File: src/rtl/core/dfsd_pkg.sv
package dfsd_pkg;

  localparam int SIZE_BITS_DEF = 24;
  localparam logic [3:0] TYPE_RESET = 4'd8;

  // option nibble codes
  localparam logic [3:0] OPT_NARROW = 4'd0;
  localparam logic [3:0] OPT_WIDE = 4'd1;

  typedef enum logic [1:0] {
    PH_IDLE,
    PH_HEADER,
    PH_DATA,
    PH_DONE
  } phase_t;

  typedef enum logic [1:0] {
    ST_DATA,
    ST_EMPTY,
    ST_TYPE,
    ST_OPTION
  } status_t;

  typedef struct packed {
    logic       valid;
    logic       start;
    logic [7:0] data;
  } in_item_t;

  typedef struct packed {
    logic       valid;
    logic [7:0] data;
    logic       last;
    status_t    status;
  } result_t;

  typedef struct packed {
    phase_t phase;
    logic   left_zero;
  } core_mon_t;

endpackage

File: src/rtl/core/delta_filter_stream_decoder.sv
// Delta-filter stream decoder: takes a compressed file one byte per request
// (in_tuser marks the first header byte) and returns the decoded bytes. The
// four header bytes give a type nibble, an option (0 byte deltas, 1 16-bit
// little-endian deltas) and a little-endian size; each data byte after that
// yields one decoded byte, the last one flagged by out_tlast. A wrong type,
// a bad option or a zero size yields one status result instead. The block
// takes one byte every cycle while the output is drained; each byte passes
// through the input register, then the 8- or 9-bit add of the running sum
// into the result register. expected_type may only be written while no file
// is in flight.
module delta_filter_stream_decoder #(
  parameter int SIZE_BITS = dfsd_pkg::SIZE_BITS_DEF
) (
  input  logic       clk,
  input  logic       rst_n,
  // input request
  input  logic       in_tvalid,
  output logic       in_tready,
  input  logic [7:0] in_tdata,   // [7:0] data_byte
  input  logic       in_tuser,   // [0] file_start
  // decoded result
  output logic       out_tvalid,
  input  logic       out_tready,
  output logic [7:0] out_tdata,  // [7:0] out_byte
  output logic       out_tlast,  // final_item
  output logic [1:0] out_tuser,  // [1:0] status
  // expected_type register
  input  logic       cfg_wr_en,
  input  logic [3:0] cfg_wr_data
);

  logic [3:0]          expected_type_r;
  dfsd_pkg::in_item_t  item;
  dfsd_pkg::result_t   res;
  dfsd_pkg::core_mon_t mon;
  logic                space;
  logic                fire;

  // configuration register
  always_ff @(posedge clk) begin
    if (!rst_n) begin
      expected_type_r <= dfsd_pkg::TYPE_RESET;
    end else if (cfg_wr_en) begin
      expected_type_r <= cfg_wr_data;
    end
  end

  // held byte is processed when the result register can take its outcome
  assign fire = item.valid && space;

  dfsd_in_reg u_in (
    .clk       (clk),
    .rst_n     (rst_n),
    .in_tvalid (in_tvalid),
    .in_tready (in_tready),
    .in_tdata  (in_tdata),
    .in_tuser  (in_tuser),
    .advance   (space),
    .item      (item)
  );

  // header parse and running sums
  dfsd_core #(
    .SIZE_BITS (SIZE_BITS)
  ) u_core (
    .clk           (clk),
    .rst_n         (rst_n),
    .fire          (fire),
    .item          (item),
    .expected_type (expected_type_r),
    .res           (res),
    .mon           (mon)
  );

  // result register, doubles as the skid between the two sides
  dfsd_out_reg u_out (
    .clk        (clk),
    .rst_n      (rst_n),
    .res        (res),
    .space      (space),
    .out_tvalid (out_tvalid),
    .out_tready (out_tready),
    .out_tdata  (out_tdata),
    .out_tlast  (out_tlast),
    .out_tuser  (out_tuser)
  );

  // data phase always has bytes left to decode
  a_left_nonzero: assert property (@(posedge clk) disable iff (!rst_n)
    mon.phase == dfsd_pkg::PH_DATA |-> !mon.left_zero)
    else $error("data phase with no bytes left");

  // status results end the file
  a_status_idle: assert property (@(posedge clk) disable iff (!rst_n)
    fire && res.valid && res.status != dfsd_pkg::ST_DATA |=> mon.phase == dfsd_pkg::PH_IDLE)
    else $error("status result did not return to idle");

  // last data byte closes the file
  a_last_done: assert property (@(posedge clk) disable iff (!rst_n)
    fire && !item.start && res.valid && res.status == dfsd_pkg::ST_DATA && res.last
    |=> mon.phase == dfsd_pkg::PH_DONE)
    else $error("last data byte did not close the file");

  // status results carry a zero byte and the final flag
  a_status_form: assert property (@(posedge clk) disable iff (!rst_n)
    out_tvalid && out_tuser != dfsd_pkg::ST_DATA |-> out_tdata == 8'd0 && out_tlast)
    else $error("malformed status result");

  // a held byte stays while the result register is full
  a_hold: assert property (@(posedge clk) disable iff (!rst_n)
    item.valid && !space |=> item.valid)
    else $error("held byte lost under backpressure");

endmodule

File: src/rtl/core/dfsd_in_reg.sv
module dfsd_in_reg (
  input  logic                clk,
  input  logic                rst_n,
  input  logic                in_tvalid,
  output logic                in_tready,
  input  logic [7:0]          in_tdata,
  input  logic                in_tuser,
  input  logic                advance,
  output dfsd_pkg::in_item_t  item
);

  logic       valid_r;
  logic       start_r;
  logic [7:0] data_r;

  // stage is free when empty or when its request moves on this cycle
  assign in_tready = !valid_r || advance;

  always_ff @(posedge clk) begin
    if (!rst_n) begin
      valid_r <= 1'b0;
    end else if (in_tready) begin
      valid_r <= in_tvalid;
    end
  end

  always_ff @(posedge clk) begin
    if (in_tready && in_tvalid) begin
      start_r <= in_tuser;
      data_r  <= in_tdata;
    end
  end

  assign item.valid = valid_r;
  assign item.start = start_r;
  assign item.data  = data_r;

endmodule

File: src/rtl/core/dfsd_core.sv
module dfsd_core #(
  parameter int SIZE_BITS = dfsd_pkg::SIZE_BITS_DEF
) (
  input  logic                clk,
  input  logic                rst_n,
  input  logic                fire,
  input  dfsd_pkg::in_item_t  item,
  input  logic [3:0]          expected_type,
  output dfsd_pkg::result_t   res,
  output dfsd_pkg::core_mon_t mon
);

  dfsd_pkg::phase_t phase_r, phase_nxt;
  logic [1:0]           hcount_r, hcount_nxt;
  logic [15:0]          shift_r, shift_nxt;
  logic                 wide_r, wide_nxt;
  logic [SIZE_BITS-1:0] left_r, left_nxt;
  logic [7:0]           sum_low_r, sum_low_nxt;
  logic [7:0]           sum_high_r, sum_high_nxt;
  logic                 carry_r, carry_nxt;
  logic                 hi_r, hi_nxt;

  logic [3:0]           opt;
  logic                 type_ok;
  logic                 opt_ok;
  logic                 hdr_last;
  logic [23:0]          size_full;
  logic [SIZE_BITS-1:0] size;
  logic                 size_zero;
  logic [8:0]           low_sum;
  logic [7:0]           high_sum;
  logic                 last_byte;

  assign opt       = item.data[3:0];
  assign type_ok   = item.data[7:4] == expected_type;
  assign opt_ok    = (opt == dfsd_pkg::OPT_NARROW) || (opt == dfsd_pkg::OPT_WIDE);
  assign hdr_last  = hcount_r == 2'd3;
  assign size_full = {item.data, shift_r};
  assign size      = size_full[SIZE_BITS-1:0];
  assign size_zero = size == '0;
  assign low_sum   = {1'b0, sum_low_r} + {1'b0, item.data};
  assign high_sum  = sum_high_r + item.data + {7'd0, carry_r};
  assign last_byte = left_r == SIZE_BITS'(1);

  // phase sequencing
  always_comb begin
    phase_nxt = phase_r;
    if (fire) begin
      if (item.start) begin
        phase_nxt = (type_ok && opt_ok) ? dfsd_pkg::PH_HEADER : dfsd_pkg::PH_IDLE;
      end else begin
        unique case (phase_r)
          dfsd_pkg::PH_HEADER: begin
            if (hdr_last) begin
              phase_nxt = size_zero ? dfsd_pkg::PH_IDLE : dfsd_pkg::PH_DATA;
            end
          end
          dfsd_pkg::PH_DATA: begin
            if (last_byte) begin
              phase_nxt = dfsd_pkg::PH_DONE;
            end
          end
          default: phase_nxt = phase_r;
        endcase
      end
    end
  end

  // datapath and result
  always_comb begin
    hcount_nxt   = hcount_r;
    shift_nxt    = shift_r;
    wide_nxt     = wide_r;
    left_nxt     = left_r;
    sum_low_nxt  = sum_low_r;
    sum_high_nxt = sum_high_r;
    carry_nxt    = carry_r;
    hi_nxt       = hi_r;
    res          = '0;
    if (fire) begin
      if (item.start) begin
        hcount_nxt   = 2'd1;
        shift_nxt    = '0;
        left_nxt     = '0;
        sum_low_nxt  = '0;
        sum_high_nxt = '0;
        carry_nxt    = 1'b0;
        hi_nxt       = 1'b0;
        if (!type_ok) begin
          res.valid  = 1'b1;
          res.last   = 1'b1;
          res.status = dfsd_pkg::ST_TYPE;
        end else if (!opt_ok) begin
          res.valid  = 1'b1;
          res.last   = 1'b1;
          res.status = dfsd_pkg::ST_OPTION;
        end else begin
          wide_nxt = opt[0];
        end
      end else begin
        unique case (phase_r)
          dfsd_pkg::PH_HEADER: begin
            shift_nxt  = {item.data, shift_r[15:8]};
            hcount_nxt = hcount_r + 2'd1;
            if (hdr_last) begin
              left_nxt   = size;
              hcount_nxt = 2'd0;
              if (size_zero) begin
                res.valid  = 1'b1;
                res.last   = 1'b1;
                res.status = dfsd_pkg::ST_EMPTY;
              end
            end
          end
          dfsd_pkg::PH_DATA: begin
            res.valid  = 1'b1;
            res.last   = last_byte;
            res.status = dfsd_pkg::ST_DATA;
            left_nxt   = left_r - SIZE_BITS'(1);
            if (!wide_r) begin
              sum_low_nxt = low_sum[7:0];
              res.data    = low_sum[7:0];
            end else if (!hi_r) begin
              sum_low_nxt = low_sum[7:0];
              carry_nxt   = low_sum[8];
              hi_nxt      = 1'b1;
              res.data    = low_sum[7:0];
            end else begin
              sum_high_nxt = high_sum;
              carry_nxt    = 1'b0;
              hi_nxt       = 1'b0;
              res.data     = high_sum;
            end
          end
          default: res = '0;
        endcase
      end
    end
  end

  always_ff @(posedge clk) begin
    if (!rst_n) begin
      phase_r    <= dfsd_pkg::PH_IDLE;
      hcount_r   <= '0;
      shift_r    <= '0;
      wide_r     <= 1'b0;
      left_r     <= '0;
      sum_low_r  <= '0;
      sum_high_r <= '0;
      carry_r    <= 1'b0;
      hi_r       <= 1'b0;
    end else begin
      phase_r    <= phase_nxt;
      hcount_r   <= hcount_nxt;
      shift_r    <= shift_nxt;
      wide_r     <= wide_nxt;
      left_r     <= left_nxt;
      sum_low_r  <= sum_low_nxt;
      sum_high_r <= sum_high_nxt;
      carry_r    <= carry_nxt;
      hi_r       <= hi_nxt;
    end
  end

  assign mon.phase     = phase_r;
  assign mon.left_zero = left_r == '0;

endmodule

File: src/rtl/core/dfsd_out_reg.sv
module dfsd_out_reg (
  input  logic               clk,
  input  logic               rst_n,
  input  dfsd_pkg::result_t  res,
  output logic               space,
  output logic               out_tvalid,
  input  logic               out_tready,
  output logic [7:0]         out_tdata,
  output logic               out_tlast,
  output logic [1:0]         out_tuser
);

  logic               valid_r;
  logic [7:0]         data_r;
  logic               last_r;
  dfsd_pkg::status_t  status_r;

  assign space = !valid_r || out_tready;

  always_ff @(posedge clk) begin
    if (!rst_n) begin
      valid_r <= 1'b0;
    end else if (space) begin
      valid_r <= res.valid;
    end
  end

  always_ff @(posedge clk) begin
    if (space && res.valid) begin
      data_r   <= res.data;
      last_r   <= res.last;
      status_r <= res.status;
    end
  end

  assign out_tvalid = valid_r;
  assign out_tdata  = data_r;
  assign out_tlast  = last_r;
  assign out_tuser  = status_r;

endmodule

File: config.mk
export PLATFORM = sky130hd
export DESIGN_NAME = delta_filter_stream_decoder
export DESIGN_NICKNAME = d
export VERILOG_FILES = /design/src/rtl/core/dfsd_pkg.sv /design/src/rtl/core/delta_filter_stream_decoder.sv /design/src/rtl/core/dfsd_in_reg.sv /design/src/rtl/core/dfsd_core.sv /design/src/rtl/core/dfsd_out_reg.sv
export SDC_FILE = /design/constraint.sdc
export NUM_CORES = 1
export LEC_CHECK = 0
export BUFFER_PORTS_ARGS = -buffer_cell sky130_fd_sc_hd__buf_2
export CAP_MARGIN = 20
export CORE_ASPECT_RATIO = 0.75
export CORE_MARGIN = 4
export CORE_UTILIZATION = 50
export CTS_CLUSTER_DIAMETER = 100
export DETAILED_ROUTE_END_ITERATION = 10
export PLACE_DENSITY = 0.68
export SYNTH_ARGS = -nofsm -noshare
export SYNTH_HDL_FRONTEND = slang
export SYNTH_HIERARCHICAL = 1
export SYNTH_SLANG_ARGS = --single-unit
File: constraint.sdc
create_clock -name clk -period 4.45 [get_ports clk]
set_clock_uncertainty 0.15 [all_clocks]
set_input_delay 1.335 -clock clk [delete_from_list [all_inputs] [get_ports clk]]
set_output_delay 1.335 -clock clk [all_outputs]
set_load 0.005 [all_outputs]
# == Word level (Yosys, flattened, before mapping) ==
# Index checks and enable logic that the tools add are counted.
# classes
addsub,5
eq_ne,9
n_mux,47
bitwise_logic,2
reduce_logical,24
# ops
cell,n
$mux W8,12
$mux W24,2
$pmux W24 S2,1
$mux W16,2
$eq A24 B1 Y1 const B,1
$logic_not A24 Y1,1
$sub A24 B1 Y24 const B,1
$mux W3,5
$mux W1,14
$mux W2,7
$mux W12,1
$reduce_and A4 Y1,3
$add A8 B8 Y9,1
$reduce_and A3 Y1,3
$add A8 B1 Y8,1
$add A8 B8 Y8,1
$reduce_bool A2 Y1,4
$ne A3 B2 Y1 const B,2
$pmux W3 S2,1
$eq A2 B2 Y1 const B,2
$eq A4 B1 Y1 const B,1
$eq A4 B4 Y1,1
$logic_and A1 B1 Y1,4
$logic_not A4 Y1,1
other kinds (11),15
# word_totals
regBits,89
output_inout_bits,13

# == Longest topological paths before layout ==
# depth
word_depth,8
depth_mapped,9
ltp_nobuf,8

# == By module ==
# Netlist, hierarchy kept.
# by_module_without_submodules
mod,n_inst,cells_each,area_per_inst_um2,seq_area_each_um2
dfsd_core,1,507,3985.1,1261.2
dfsd_out_reg,1,16,387.9,350.3
dfsd_in_reg,1,16,342.8,290.3
delta_filter_stream_decoder,1,14,160.2,80.1

# == Worst setup path before layout ==
# OpenSTA, ideal clock, no wires.
# synth_timing
path_kind,input to output
start,input out_tready
end,output in_tready
t_arrival_ns,1.613
slack_ns,1.352
path_stages,2
path_cell_list,nand2b_4 -> nand2b_4
# synth_via
elab_chain_cells,2
# synth_rtl
element,line_no,source
"start, declared",delta_filter_stream_decoder.sv:23,"input logic out_tready,"
$logic_or A1 B1 Y1,dfsd_out_reg.sv:18,assign space = !valid_r || out_tready;
$logic_or A1 B1 Y1,dfsd_in_reg.sv:17,assign in_tready = !valid_r || advance;
"end, declared",delta_filter_stream_decoder.sv:18,"output logic in_tready,"
# No other way between the ends.

# == Final worst setup path ==
# layout_timing
start,input out_tready
end,output in_tready
# layout_via
elab_chain_cells,2
# layout_rtl
element,line_no,source
$logic_or A1 B1 Y1,dfsd_out_reg.sv:18,
named net space,delta_filter_stream_decoder.sv:36,logic space;
$logic_or A1 B1 Y1,dfsd_in_reg.sv:17,
# The timed path passes the listed nets, and every way through them passes these cells.

==> metrics.yaml <==
status:
  status: "completed"
floorplan:
  fp.dieW_um: 122.0
  rows: 30
  die-area_um2: 11400
  dieHeight_um: 93.47
  core_region_area_um2: 9271
  ioPinCount: 31
  start_util_pct: 52.52
logic_synthesis:
  avgSynthCellArea_um2: 8.822
  syn-instance-count: 552
  synth_warnings: 6
  syn_nets: 593
  synth_area_um2: 4870
cts:
  clkTransAtPathRegs_ps: 60
  htreeDepth: 3
  ctsHoldBuffers: 0
  cts_tree: "done"
  cts_buffers: 9
  insertion_delay_ps: 350
  cts_resized: 0
  ctsLongestPathBuffers: 2
  cts_setup_buffers: 0
  clock-sinks: 89
  ctsRootBufferMaster: "clkbuf_16"
hold_path:
  hold_class: "reg2reg"
  hold_depth: 2
sta:
  worst_slew_pin_slew_ps: 807.0
  hold_viol_final: 0
  tns_ps: 0
  finalMaxSlewViolations: 0
  rsz0062_at_grt: "no"
  setup_viol: 0
  slew_headroom_pct: 45.84
  period_needed_ps: 3337
  setup_ws_ps: 1113
  whs_ps: 314.3
  fin_crit_sh_pct: 75.00
  fmaxAchievable_ghz: 0.2996
critical_path:
  crit_chain: "buf_2 -> nand2b_4 -> nand2b_4 -> buf_2"
  critPathLaunchType: "input port"
  arrival_ps: 1850
  ff2ff_path_depth: 7
  crit_fanout: 4
  cp-end-kind: "output pin"
  crit_slowest_cell: "nand2b_4"
  max_stage_delay_ps: 150
  cp.required_ps: 2960
  critical_path_class: "in2out"
placement:
  gp_congestion: 0.9142
  hpwl_mm: 9.288
  port_buffers: 30
  place_ws_ps: 900.1
grt:
  grt_overflow: 0
  grt_start_max_net_pins: 41
  grtUsageTotal_pct: 24.18
  antenna_found_initial: 0
  grt_pass1_wl_mm: 21.32
  grt_pass1_vias: 3941
detailed_routing:
  avgRoutedWirePerCell_um: 18.50
  dr.pass1.iters: 5
  vias: 4277
  initialDrtViolationCount: 456
  totalWireLength_mm: 12.98
  drc: 0
  drt-vias-per-instance: 6.093
  ant_nets: 0
cells_and_area:
  antenna_cells: 0
  fill_cells: 847
  num-nets-final: 610
  drive_gt1_share_pct: 12.89
  syn_to_final_growth_pct: 10.84
pwr:
  peakVddDrop_mv: 0.2787
  powerDensity_nw_per_um2: 335.2
  p_total_mw: 1.809
  leakage_nw: 2.151
run:
  maxCapViolCount: 0
-- final timing paths --
path                                                        from                          endpoint  slack (ps)
worst min register to register  u_core/sum_low_r[3]$_SDFFE_PN0P_  u_core/sum_low_r[3]$_SDFFE_PN0P_         310
worst max-delay path                                  out_tready                         in_tready        1110
worst min-delay path            u_core/sum_low_r[3]$_SDFFE_PN0P_  u_core/sum_low_r[3]$_SDFFE_PN0P_         310
worst max register to register          u_in/data_r[0]$_DFFE_PP_      u_out/out_tdata[6]$_DFFE_PP_        1560
-- placed cells by master, fill, tap and decap left out, types with 7 or more instances in the layout --
cell and instances:
mux2i_1 7, inv_1 17, clkbuf_16 9, a31oi_1 9, nor4_1 7, buf_2 30
and3_1 9, nor2b_1 12, xnor2_1 7, o21ai_0 39, buf_4 7, nand4_1 7
edfxtp_1 20, nand3_1 11, nor2_1 50, dfxtp_1 69, a21oi_1 48, ha_1 20
a22oi_1 21, nand2_1 47, nor3_1 18
-- layout make-up --
cell class / count / area [µm²] / share of cell area (%)
Tap cell: 128 / 160.2 / 2.967
Timing Repair Buffer: 37 / 202.7 / 3.755
Multi-Input combinational cell: 413 / 2670 / 49.47
Clock inverter: 6 / 82.58 / 1.530
Inverter: 19 / 71.32 / 1.321
Clock buffer: 10 / 229.0 / 4.242
Sequential cell: 89 / 1982 / 36.72
-- metrics by stage --
stage               area (µm²)  instances  utilization, %
floorplan                 4870        552               -
global placement          5079        685           54.78
detailed placement        5079        685           54.78
CTS                       5390        701           58.14
global route              5398        702           58.22
finish                    5398        702           58.22
-- routing by layer --
metal | GRT usage [%] | vias up | part of all wire [%]
met5 | 0 | - | 0
met1 | 35.75 | 2047 | 49
met3 | 7.860 | 16 | 8.7
met4 | 7.090 | 0 | 1.4
met2 | 33.23 | 157 | 41
li1 | - | 2057 | -
-- report_power, final --
part	internal, mW	total [mW]	switching, mW
sequential	0.840	0.862	0.0215
clock	0.489	0.805	0.316
combinational	0.0548	0.143	0.0877
total	1.38	1.81	0.425
-- registers in the layout, summed over array words and instances, names as in the netlist, 4 cells and up --
| signal | count |
|---|---|
| u_core/left_r | 24 |
| u_out/out_tdata | 8 |
| u_core/shift_r | 16 |
| u_core/sum_high_r | 8 |
| u_core/sum_low_r | 8 |
| u_in/data_r | 8 |
| expected_type_r | 4 |
-- critical path: cells and delay by family --
family	cells	cell delay, ps
simple gates	2	300
buf+inv	2	220
Power figures use the tool's default switching activity.
